## config.mk

```make
export PLATFORM = sky130hd
export DESIGN_NAME = positional_list_engine_flat
export DESIGN_NICKNAME = d
export VERILOG_FILES = /design/src/ple_pkg.sv /design/src/ple_if.sv /design/src/positional_list_engine.sv /design/src/ple_front.sv /design/src/ple_queue.sv /design/src/ple_back.sv /design/src/flat_wrapper.sv
export VERILOG_INCLUDE_DIRS = /design/src /design/src/src
export SDC_FILE = /design/constraint.sdc
export NUM_CORES = 1
export LEC_CHECK = 0
export ABC_AREA = 1
export BUFFER_PORTS_ARGS = -buffer_cell sky130_fd_sc_hd__clkbuf_2
export CELL_PAD_IN_SITES_DETAIL_PLACEMENT = 1
export CELL_PAD_IN_SITES_GLOBAL_PLACEMENT = 2
export CORE_MARGIN = 1.5
export CORE_UTILIZATION = 35
export DETAILED_ROUTE_END_ITERATION = 6
export PLACE_DENSITY = 0.67
export REMOVE_ABC_BUFFERS = 1
export SYNTH_ARGS = -nofsm -noshare
export SYNTH_HDL_FRONTEND = slang
export SYNTH_SLANG_ARGS = --single-unit
```

## constraint.sdc

```tcl
create_clock -name clk_i -period 6.3 [get_ports clk_i]
set_input_delay 1.89 -clock clk_i [delete_from_list [all_inputs] [get_ports clk_i]]
set_output_delay 1.89 -clock clk_i [all_outputs]
set_load 0.02 [all_outputs]
```

## src/positional_list_engine_defines.svh

```systemverilog
// assertion macros shared by the positional list engine
`ifndef POSITIONAL_LIST_ENGINE_DEFINES_SVH
`define POSITIONAL_LIST_ENGINE_DEFINES_SVH

// same-cycle implication, sampled on clk_i, off while rst_ni is low
`define PLE_ASSERT_IMP(label, ante, cons) \
  label: assert property (@(posedge clk_i) disable iff (!rst_ni) (ante) |-> (cons)) \
    else $error("assertion failed in %m");

// next-cycle implication, sampled on clk_i, off while rst_ni is low
`define PLE_ASSERT_NXT(label, ante, cons) \
  label: assert property (@(posedge clk_i) disable iff (!rst_ni) (ante) |=> (cons)) \
    else $error("assertion failed in %m");

`endif

```

## src/ple_pkg.sv

```systemverilog
// shared types and constants of the positional list engine
package ple_pkg;

  localparam int MODE_W      = 3;
  localparam int POS_W       = 6;
  localparam int DATA_W      = 32;
  localparam int STATUS_W    = 3;
  localparam int QUEUE_DEPTH = 2;

  // command codes on the input channel
  typedef enum logic [MODE_W-1:0] {
    MODE_EMPTY_Q   = 3'd0,
    MODE_INSERT    = 3'd1,
    MODE_ERASE     = 3'd2,
    MODE_FIND      = 3'd3,
    MODE_PRINT_FWD = 3'd4,
    MODE_PRINT_BWD = 3'd5
  } mode_e;

  // result codes on the output channel
  typedef enum logic [STATUS_W-1:0] {
    ST_ELEMENT   = 3'd0,
    ST_FOUND     = 3'd1,
    ST_NOT_FOUND = 3'd2,
    ST_RANGE     = 3'd3,
    ST_EMPTY     = 3'd4,
    ST_TRUE      = 3'd5,
    ST_FALSE     = 3'd6,
    ST_FULL      = 3'd7
  } status_e;

  // decoded operation handed from the front to the back
  typedef enum logic [2:0] {
    OP_QUERY  = 3'd0,
    OP_INSERT = 3'd1,
    OP_ERASE  = 3'd2,
    OP_FIND   = 3'd3,
    OP_PRINT  = 3'd4
  } op_e;

  typedef struct packed {
    op_e               op;
    logic              backward;
    logic [POS_W-1:0]  position;
    logic [DATA_W-1:0] value;
  } cmd_t;

endpackage

```

## src/ple_if.sv

```systemverilog
// command and response channel interfaces of the positional list engine
interface ple_cmd_if;
  logic                                valid;
  logic                                ready;
  logic        [ple_pkg::MODE_W-1:0]   mode;
  logic        [ple_pkg::POS_W-1:0]    position;
  logic signed [ple_pkg::DATA_W-1:0]   value;

  modport source (output valid, mode, position, value, input ready);
  modport sink   (input valid, mode, position, value, output ready);
endinterface

interface ple_rsp_if;
  logic                                valid;
  logic                                ready;
  logic        [ple_pkg::STATUS_W-1:0] status;
  logic signed [ple_pkg::DATA_W-1:0]   payload;
  logic                                last;

  modport source (output valid, status, payload, last, input ready);
  modport sink   (input valid, status, payload, last, output ready);
endinterface

```

## src/positional_list_engine.sv

```systemverilog
// positional list engine: ordered list of signed 32-bit values, one command per beat
// answers: a one-beat answer passes through the queue and the response register; a walk
//   runs its element steps first, and a busy response register holds the answer back
// walks: each element visited is read, then used; insert shifts the tail up, then writes
//   its value; erase shifts the later ones down; find checks and print emits each element
// reset: rst_ni clears the count, queue and response valid flag; stored values stay
`include "positional_list_engine_defines.svh"

module positional_list_engine import ple_pkg::*; #(
  parameter int CAPACITY = 32
) (
  input  logic       clk_i,
  input  logic       rst_ni,
  ple_cmd_if.sink    cmd_i,
  ple_rsp_if.source  rsp_o
);

  localparam int CNT_W = $clog2(CAPACITY + 1);

  // decoded commands, front to queue
  logic             push_valid;
  logic             push_ready;
  cmd_t             push_cmd;

  // queue to engine
  logic             pop_valid;
  logic             pop_ready;
  cmd_t             pop_cmd;

  // current list length, for checking
  logic [CNT_W-1:0] count_w;

  // front: classify the mode, drop codes with no meaning
  ple_front u_front (
    .cmd_i        (cmd_i),
    .push_ready_i (push_ready),
    .push_valid_o (push_valid),
    .push_cmd_o   (push_cmd)
  );

  // two-deep queue lets the front keep taking beats during a long walk
  ple_queue u_queue (
    .clk_i        (clk_i),
    .rst_ni       (rst_ni),
    .push_valid_i (push_valid),
    .push_cmd_i   (push_cmd),
    .push_ready_o (push_ready),
    .pop_valid_o  (pop_valid),
    .pop_cmd_o    (pop_cmd),
    .pop_ready_i  (pop_ready)
  );

  // back: bound checks, element walks and the response register
  ple_back #(
    .CAPACITY (CAPACITY)
  ) u_back (
    .clk_i       (clk_i),
    .rst_ni      (rst_ni),
    .pop_valid_i (pop_valid),
    .pop_cmd_i   (pop_cmd),
    .pop_ready_o (pop_ready),
    .rsp_o       (rsp_o),
    .count_o     (count_w)
  );

  // the list never grows past its capacity
  `PLE_ASSERT_IMP(a_count_bound, 1'b1, count_w <= CNT_W'(CAPACITY))

  // any change of the length is a step of exactly one element
  `PLE_ASSERT_IMP(a_count_step, !$stable(count_w),
    (count_w == $past(count_w) + CNT_W'(1)) || (count_w == $past(count_w) - CNT_W'(1)))

  // every non-element answer is the only beat of its command
  `PLE_ASSERT_IMP(a_single_last, rsp_o.valid && (rsp_o.status != ST_ELEMENT), rsp_o.last)

endmodule

```

## src/ple_front.sv

```systemverilog
// command decoder: classifies incoming beats and drops unused modes
module ple_front import ple_pkg::*; (
  ple_cmd_if.sink cmd_i,
  input  logic    push_ready_i,
  output logic    push_valid_o,
  output cmd_t    push_cmd_o
);

  logic legal;
  op_e  op;
  logic backward;

  always_comb begin
    legal    = 1'b1;
    op       = OP_QUERY;
    backward = 1'b0;
    unique case (mode_e'(cmd_i.mode))
      MODE_EMPTY_Q:   op = OP_QUERY;
      MODE_INSERT:    op = OP_INSERT;
      MODE_ERASE:     op = OP_ERASE;
      MODE_FIND:      op = OP_FIND;
      MODE_PRINT_FWD: op = OP_PRINT;
      MODE_PRINT_BWD: begin
        op       = OP_PRINT;
        backward = 1'b1;
      end
      default:        legal = 1'b0;
    endcase
  end

  // unused modes are taken and discarded
  assign cmd_i.ready           = push_ready_i;
  assign push_valid_o          = cmd_i.valid && legal;
  assign push_cmd_o.op         = op;
  assign push_cmd_o.backward   = backward;
  assign push_cmd_o.position   = cmd_i.position;
  assign push_cmd_o.value      = cmd_i.value;

endmodule

```

## src/ple_queue.sv

```systemverilog
// small command queue between the decoder and the list engine
module ple_queue import ple_pkg::*; (
  input  logic clk_i,
  input  logic rst_ni,
  input  logic push_valid_i,
  input  cmd_t push_cmd_i,
  output logic push_ready_o,
  output logic pop_valid_o,
  output cmd_t pop_cmd_o,
  input  logic pop_ready_i
);

  localparam int PW = (QUEUE_DEPTH > 1) ? $clog2(QUEUE_DEPTH) : 1;
  localparam int FW = $clog2(QUEUE_DEPTH + 1);

  cmd_t          slot_q [QUEUE_DEPTH];
  logic [PW-1:0] wr_ptr_q, wr_ptr_d;
  logic [PW-1:0] rd_ptr_q, rd_ptr_d;
  logic [FW-1:0] fill_q, fill_d;
  logic          push, pop;

  assign push_ready_o = fill_q != FW'(QUEUE_DEPTH);
  assign pop_valid_o  = fill_q != '0;
  assign pop_cmd_o    = slot_q[rd_ptr_q];
  assign push         = push_valid_i && push_ready_o;
  assign pop          = pop_valid_o && pop_ready_i;

  always_comb begin
    wr_ptr_d = wr_ptr_q;
    rd_ptr_d = rd_ptr_q;
    fill_d   = fill_q;
    if (push) begin
      wr_ptr_d = (wr_ptr_q == PW'(QUEUE_DEPTH - 1)) ? '0 : wr_ptr_q + PW'(1);
    end
    if (pop) begin
      rd_ptr_d = (rd_ptr_q == PW'(QUEUE_DEPTH - 1)) ? '0 : rd_ptr_q + PW'(1);
    end
    if (push && !pop) begin
      fill_d = fill_q + FW'(1);
    end else if (pop && !push) begin
      fill_d = fill_q - FW'(1);
    end
  end

  always_ff @(posedge clk_i or negedge rst_ni) begin
    if (!rst_ni) begin
      wr_ptr_q <= '0;
      rd_ptr_q <= '0;
      fill_q   <= '0;
    end else begin
      wr_ptr_q <= wr_ptr_d;
      rd_ptr_q <= rd_ptr_d;
      fill_q   <= fill_d;
    end
  end

  always_ff @(posedge clk_i) begin
    if (push) begin
      slot_q[wr_ptr_q] <= push_cmd_i;
    end
  end

endmodule

```

## src/ple_back.sv

```systemverilog
// list engine: element memory, walk sequencer and response register
module ple_back import ple_pkg::*; #(
  parameter int CAPACITY = 32
) (
  input  logic                               clk_i,
  input  logic                               rst_ni,
  input  logic                               pop_valid_i,
  input  cmd_t                               pop_cmd_i,
  output logic                               pop_ready_o,
  ple_rsp_if.source                          rsp_o,
  output logic [$clog2(CAPACITY + 1)-1:0]    count_o
);

  localparam int CNT_W = $clog2(CAPACITY + 1);
  localparam int AW    = $clog2(CAPACITY);
  localparam int CW    = (CNT_W > POS_W) ? CNT_W : POS_W;

  typedef enum logic [5:0] {
    S_IDLE    = 6'b000001,
    S_READ    = 6'b000010,
    S_SHIFT   = 6'b000100,
    S_INS_FIN = 6'b001000,
    S_CHECK   = 6'b010000,
    S_EMIT    = 6'b100000
  } state_e;

  state_e            state_q, state_d;
  cmd_t              cmd_q;
  logic [CNT_W-1:0]  count_q, count_d;
  logic [CNT_W-1:0]  j_q, j_d;
  logic [CNT_W-1:0]  count_last, cur_pos, raddr_full;
  logic [CW-1:0]     head_pos_w, count_w;

  logic [DATA_W-1:0] mem [CAPACITY];
  logic [DATA_W-1:0] rdata_q;
  logic              mem_we, mem_re;
  logic [AW-1:0]     waddr, raddr;
  logic [DATA_W-1:0] wdata;

  logic              out_free, emit, emit_last;
  status_e           emit_status;
  logic [DATA_W-1:0] emit_payload;
  logic              out_valid_q, out_last_q;
  status_e           out_status_q;
  logic [DATA_W-1:0] out_payload_q;

  assign count_last = count_q - CNT_W'(1);
  assign cur_pos    = CNT_W'(cmd_q.position);
  assign head_pos_w = CW'(pop_cmd_i.position);
  assign count_w    = CW'(count_q);
  assign out_free   = !out_valid_q || rsp_o.ready;

  // read address of the current walk step
  always_comb begin
    unique case (cmd_q.op)
      OP_INSERT: raddr_full = j_q - CNT_W'(1);
      OP_ERASE:  raddr_full = j_q + CNT_W'(1);
      OP_FIND:   raddr_full = count_last - j_q;
      OP_PRINT:  raddr_full = cmd_q.backward ? count_last - j_q : j_q;
      default:   raddr_full = j_q;
    endcase
  end

  assign raddr  = raddr_full[AW-1:0];
  assign mem_re = state_q == S_READ;

  always_comb begin
    state_d      = state_q;
    count_d      = count_q;
    j_d          = j_q;
    mem_we       = 1'b0;
    waddr        = j_q[AW-1:0];
    wdata        = rdata_q;
    emit         = 1'b0;
    emit_status  = ST_ELEMENT;
    emit_payload = '0;
    emit_last    = 1'b1;
    pop_ready_o  = 1'b0;
    unique case (state_q)
      S_IDLE: begin
        pop_ready_o = out_free;
        if (pop_valid_i && out_free) begin
          unique case (pop_cmd_i.op)
            OP_QUERY: begin
              emit        = 1'b1;
              emit_status = (count_q == '0) ? ST_TRUE : ST_FALSE;
            end
            OP_INSERT: begin
              if (head_pos_w > count_w) begin
                emit        = 1'b1;
                emit_status = ST_RANGE;
              end else if (count_q == CNT_W'(CAPACITY)) begin
                emit        = 1'b1;
                emit_status = ST_FULL;
              end else begin
                j_d     = count_q;
                state_d = (head_pos_w == count_w) ? S_INS_FIN : S_READ;
              end
            end
            OP_ERASE: begin
              if (head_pos_w >= count_w) begin
                emit        = 1'b1;
                emit_status = ST_RANGE;
              end else begin
                j_d = CNT_W'(pop_cmd_i.position);
                if (head_pos_w + CW'(1) == count_w) begin
                  count_d = count_last;
                end else begin
                  state_d = S_READ;
                end
              end
            end
            OP_FIND: begin
              if (count_q == '0) begin
                emit        = 1'b1;
                emit_status = ST_NOT_FOUND;
              end else begin
                j_d     = '0;
                state_d = S_READ;
              end
            end
            OP_PRINT: begin
              if (count_q == '0) begin
                emit        = 1'b1;
                emit_status = ST_EMPTY;
              end else begin
                j_d     = '0;
                state_d = S_READ;
              end
            end
            default: ;
          endcase
        end
      end
      S_READ: begin
        if (cmd_q.op == OP_INSERT || cmd_q.op == OP_ERASE) begin
          state_d = S_SHIFT;
        end else if (cmd_q.op == OP_FIND) begin
          state_d = S_CHECK;
        end else begin
          state_d = S_EMIT;
        end
      end
      S_SHIFT: begin
        mem_we = 1'b1;
        if (cmd_q.op == OP_INSERT) begin
          j_d     = j_q - CNT_W'(1);
          state_d = (j_q - CNT_W'(1) == cur_pos) ? S_INS_FIN : S_READ;
        end else if (j_q + CNT_W'(2) == count_q) begin
          count_d = count_last;
          state_d = S_IDLE;
        end else begin
          j_d     = j_q + CNT_W'(1);
          state_d = S_READ;
        end
      end
      S_INS_FIN: begin
        mem_we  = 1'b1;
        waddr   = cur_pos[AW-1:0];
        wdata   = cmd_q.value;
        count_d = count_q + CNT_W'(1);
        state_d = S_IDLE;
      end
      S_CHECK: begin
        if (rdata_q == cmd_q.value) begin
          if (out_free) begin
            emit         = 1'b1;
            emit_status  = ST_FOUND;
            emit_payload = DATA_W'(j_q);
            state_d      = S_IDLE;
          end
        end else if (j_q == count_last) begin
          if (out_free) begin
            emit        = 1'b1;
            emit_status = ST_NOT_FOUND;
            state_d     = S_IDLE;
          end
        end else begin
          j_d     = j_q + CNT_W'(1);
          state_d = S_READ;
        end
      end
      S_EMIT: begin
        if (out_free) begin
          emit         = 1'b1;
          emit_status  = ST_ELEMENT;
          emit_payload = rdata_q;
          emit_last    = j_q == count_last;
          if (j_q == count_last) begin
            state_d = S_IDLE;
          end else begin
            j_d     = j_q + CNT_W'(1);
            state_d = S_READ;
          end
        end
      end
      default: state_d = S_IDLE;
    endcase
  end

  always_ff @(posedge clk_i or negedge rst_ni) begin
    if (!rst_ni) begin
      state_q     <= S_IDLE;
      count_q     <= '0;
      j_q         <= '0;
      out_valid_q <= 1'b0;
    end else begin
      state_q <= state_d;
      count_q <= count_d;
      j_q     <= j_d;
      if (emit) begin
        out_valid_q <= 1'b1;
      end else if (rsp_o.ready) begin
        out_valid_q <= 1'b0;
      end
    end
  end

  always_ff @(posedge clk_i) begin
    if (pop_valid_i && pop_ready_o) begin
      cmd_q <= pop_cmd_i;
    end
    if (emit) begin
      out_status_q  <= emit_status;
      out_payload_q <= emit_payload;
      out_last_q    <= emit_last;
    end
  end

  // element store, one write and one registered read per cycle
  always_ff @(posedge clk_i) begin
    if (mem_we) begin
      mem[waddr] <= wdata;
    end
    if (mem_re) begin
      rdata_q <= mem[raddr];
    end
  end

  assign rsp_o.valid   = out_valid_q;
  assign rsp_o.status  = out_status_q;
  assign rsp_o.payload = out_payload_q;
  assign rsp_o.last    = out_last_q;
  assign count_o       = count_q;

endmodule
```

## src/flat_wrapper.sv

```systemverilog
// flat-port wrapper written by rule: the top's interface ports become plain ports
module positional_list_engine_flat import ple_pkg::*;
#(
  parameter int CAPACITY = 32
)
  (clk_i, rst_ni, cmd_i_valid, cmd_i_mode, cmd_i_position, cmd_i_value, cmd_i_ready, rsp_o_valid, rsp_o_status, rsp_o_payload, rsp_o_last, rsp_o_ready);
  ple_cmd_if cmd_i_i ();
  ple_rsp_if rsp_o_i ();
  input  logic clk_i;
  input  logic rst_ni;
  input wire logic [$bits(cmd_i_i.valid)-1:0] cmd_i_valid;
  input wire logic [$bits(cmd_i_i.mode)-1:0] cmd_i_mode;
  input wire logic [$bits(cmd_i_i.position)-1:0] cmd_i_position;
  input wire logic [$bits(cmd_i_i.value)-1:0] cmd_i_value;
  output wire logic [$bits(cmd_i_i.ready)-1:0] cmd_i_ready;
  output wire logic [$bits(rsp_o_i.valid)-1:0] rsp_o_valid;
  output wire logic [$bits(rsp_o_i.status)-1:0] rsp_o_status;
  output wire logic [$bits(rsp_o_i.payload)-1:0] rsp_o_payload;
  output wire logic [$bits(rsp_o_i.last)-1:0] rsp_o_last;
  input wire logic [$bits(rsp_o_i.ready)-1:0] rsp_o_ready;
  assign cmd_i_i.valid = cmd_i_valid;
  assign cmd_i_i.mode = cmd_i_mode;
  assign cmd_i_i.position = cmd_i_position;
  assign cmd_i_i.value = cmd_i_value;
  assign cmd_i_ready = cmd_i_i.ready;
  assign rsp_o_valid = rsp_o_i.valid;
  assign rsp_o_status = rsp_o_i.status;
  assign rsp_o_payload = rsp_o_i.payload;
  assign rsp_o_last = rsp_o_i.last;
  assign rsp_o_i.ready = rsp_o_ready;
  positional_list_engine #(.CAPACITY(CAPACITY)) u_core (.clk_i(clk_i), .rst_ni(rst_ni), .cmd_i(cmd_i_i), .rsp_o(rsp_o_i));
endmodule
```

==> flow_summary.json <==
{
  "synth_area_um2": 56600,
  "period_needed_ns": 4.59,
  "clk_latency_ns": 0.80,
  "cts_hold_buf": 0,
  "min_delay_path_depth": 1,
  "wl_met2_um": 96400,
  "cts_num_sinks": 1241,
  "cts_setup_buffers": 0,
  "cp-start-kind": "flop",
  "firstDrtPassIters": 5,
  "tightest_slew_ns": 1.45,
  "drt_iter0_drc": 3399,
  "fin_crit_sh_pct": 72.8,
  "rsz0062_at_grt": "false",
  "hold_class": "reg -> reg",
  "synth_edf_count": 1218,
  "grt_usage_pct": 24.8,
  "crit_slowest_cell": "nor2_4",
  "fillers": 17596,
  "multi_input_area_um2": 14100,
  "totalWireLength_um": 204000,
  "wl_per_cell_um": 26.2,
  "path_clk_slew_ns": 0.05,
  "synth_sequential_area_ratio_pct": 65.7,
  "maxUsedRoutingLayer": "met4",
  "maxSlewHeadroom_pct": 3.53,
  "regArea_um2": 37200,
  "synthTopCellsByCount": "1218 x edfxtp_1, 1127 x inv_1, 1030 x nand2_1",
  "die_area_um2": 164000,
  "areaGrowthSynthToFinish_pct": 14.4,
  "yosysTopAreaCellShare_pct": 64.6,
  "cp.buffers_inverters": 1,
  "clock_tree.buffer_depth": 3,
  "outcome": "complete, no violations",
  "p_leak_uw": 0.0267,
  "place_hpwl_um": 111000,
  "synth_top_area_cell": "edfxtp_1",
  "reg2reg_depth": 6,
  "antenna_found_initial": 2,
  "avgSynthCellArea_um2": 10.3,
  "core-area_um2": 161000,
  "critPathKind": "reg -> reg",
  "post-route-drc-count": 0,
  "synth_top_cells_by_area": "edfxtp_1 65%, nand3_1 8.1%, inv_1 7.5%, nand2_1 6.8%, nand4_1 5.5%",
  "yosysWarnings": 0,
  "wl_met3_um": 9860,
  "grt-ovfl-total": 0,
  "numCtsBuffers": 147,
  "top_level_ports": 83,
  "cp.depth": 6,
  "h-tree-depth": 4,
  "finalHoldViolations": 0,
  "cap_violations": 0,
  "post_cts_resized": 0,
  "clockRootBuffer": "clkbuf_16",
  "setup_viol": 0,
  "routabilityCongestion": 0.813,
  "grt_pass1_vias": 41594,
  "synthFlopType": "edfxtp_1",
  "dp_slack_ns": 1.69,
  "vias": 41120,
  "ys_ff_latch": 1241,
  "fp.dieW_um": 405,
  "synthCells": 5516,
  "finalClockSkew_ns": 0.0347,
  "start_util_pct": 35.2,
  "grt_max_degree": 177,
  "required_ns": 6.78,
  "cellPowerDensity_nw_per_um2": 589,
  "clock.fmax_ghz": 0.218,
  "ir_drop_mv": 1.02,
  "die_h_um": 405,
  "drive_gt1_share_pct": 8.96,
  "path_delay_family": "simple AND/OR/NAND/NOR gates",
  "path_cells": "nor2_1 > nand4_1 > o21ai_0 > nand3_1 > nor2_4 > buf_4",
  "grt_first_pass_wirelength_um": 296000,
  "synth-async-reset-ratio_pct": 1.85,
  "total_power_uw": 38100,
  "io_buffer_count": 82,
  "ant_nets": 0,
  "cp_max_fo": 17,
  "endpoint_kind": "flop",
  "nets": 5581,
  "slew_viol_final": 0,
  "fp-row-count": 147,
  "synth_most_common_cell": "edfxtp_1",
  "cp_data_arrival_time_ns": 5.07,
  "vias_per_cell": 5.28,
  "synth.distinct_cells": 41,
  "n_antenna_cell": 0,
  "fin_ws_ns": 1.71,
  "cts_tree": "done",
  "crit_path_max_incr_delay_ns": 1.22,
  "met1_length_um": 92700
}
-- power breakdown --
group / internal [uW] / total [uW] / switching, uW
registers: 10900 / 11300 / 430
clock network: 5040 / 8660 / 3620
logic: 4640 / 18100 / 13500
total: 20600 / 38100 / 17600
-- logic make-up (layout without fill, tap and decap cells) --
group / count (synthesis) / count (layout) / synth area share (%)
AND/OR/NAND/NOR: 2589 / 2589 / 21.5
buffers and inverters: 1480 / 1599 / 10.3
flip-flops: 1241 / 1241 / 65.7
AO/OA/AOI/OAI: 138 / 138 / 1.34
XOR/XNOR: 48 / 48 / 0.743
adder cells (fa/ha/maj): 20 / 20 / 0.455
-- layer usage --
layer / vias up / GRT usage (%)
met5: - / 0
met4: 0 / 6.66
met3: 273 / 3.45
met2: 1075 / 40.3
met1: 21111 / 34.6
li1: 18661 / -
-- final timing paths --
path	start	endpoint	slack (ns)
min reg2reg	u_core.u_queue.fill_q[0]	u_core.u_queue.fill_q[0]	0.48
max	u_core.u_back.state_q[0]	u_core.u_back.mem[3][10]	1.71
max reg2reg	u_core.u_back.state_q[0]	u_core.u_back.mem[3][10]	1.71
min in group asynchronous	rst_ni	u_core.u_back.j_q[2]	1.15
min	u_core.u_queue.fill_q[0]	u_core.u_queue.fill_q[0]	0.48
max in group asynchronous	rst_ni	u_core.u_queue.rd_ptr_q	4.66
-- layout by cell type, fill, tap and decap left out, types with 3 or more instances in the layout --
master and count:
a21oi_1 14, buf_12 30, buf_4 85, bufinv_16 15
clkbuf_1 28, clkbuf_16 149, clkbuf_2 82, clkbuf_8 3
clkinv_1 19, clkinv_16 3, clkinv_2 31, clkinvlp_4 8
dfrtp_1 21, edfxtp_1 1218, ha_1 19, inv_1 1123
inv_16 4, inv_2 7, inv_6 6, nand2_1 1028
nand3_1 915, nand3_2 3, nand3_4 3, nand4_1 499
nor2_1 83, nor2_4 38, nor3_1 8, o211ai_1 6
o21ai_0 60, o21ai_1 18, o21ai_2 14, o21ai_4 6
o22ai_1 12, xnor2_1 25, xor2_1 23
-- flip-flops by register name, indices dropped and copies added (netlist names) --
register                     flops
u_core.u_back.rdata_q           32
u_core.u_queue.wr_ptr_q          1
u_core.u_back.state_q            6
u_core.u_queue.slot_q           84
u_core.u_back.cmd_q             36
u_core.u_back.j_q                6
u_core.u_back.rsp_o.last         1
u_core.u_back.rsp_o.status       3
u_core.u_queue.rd_ptr_q          1
u_core.u_back.count_o            6
u_core.u_back.rsp_o.valid        1
u_core.u_back.cur_pos            6
u_core.u_back.mem             1024
u_core.u_queue.fill_q            2
u_core.u_back.rsp_o.payload     32
-- layout make-up --
type | instances | share of cell area [%]
well taps | 2160 | 4.17
multi-input cells | 2795 | 21.8
repair buffers | 199 | 2.61
flip-flops and latches | 1241 | 57.4
clock buffers | 180 | 5.98
inverters | 1132 | 6.57
clock inverters | 88 | 1.52
-- through the flow --
| stage | util [%] | instance area, um^2 | std cells | hold WS [ns] | TNS, ns |
|---|---|---|---|---|---|
| after global placement | 37.2 | 59800 | 7524 | 0.463 | 0 |
| after CTS | 40.3 | 64700 | 7794 | 0.491 | 0 |
| after floorplan | - | 55000 | 5168 | 0.446 | -511.71 |
| final | 40.3 | 64700 | 7795 | 0.483 | 0 |
| after global routing | 40.3 | 64700 | 7795 | 0.514 | 0 |
| after detailed placement | 37.3 | 59900 | 7526 | 0.483 | 0 |
No activity file was read; power rests on OpenSTA's default activity.
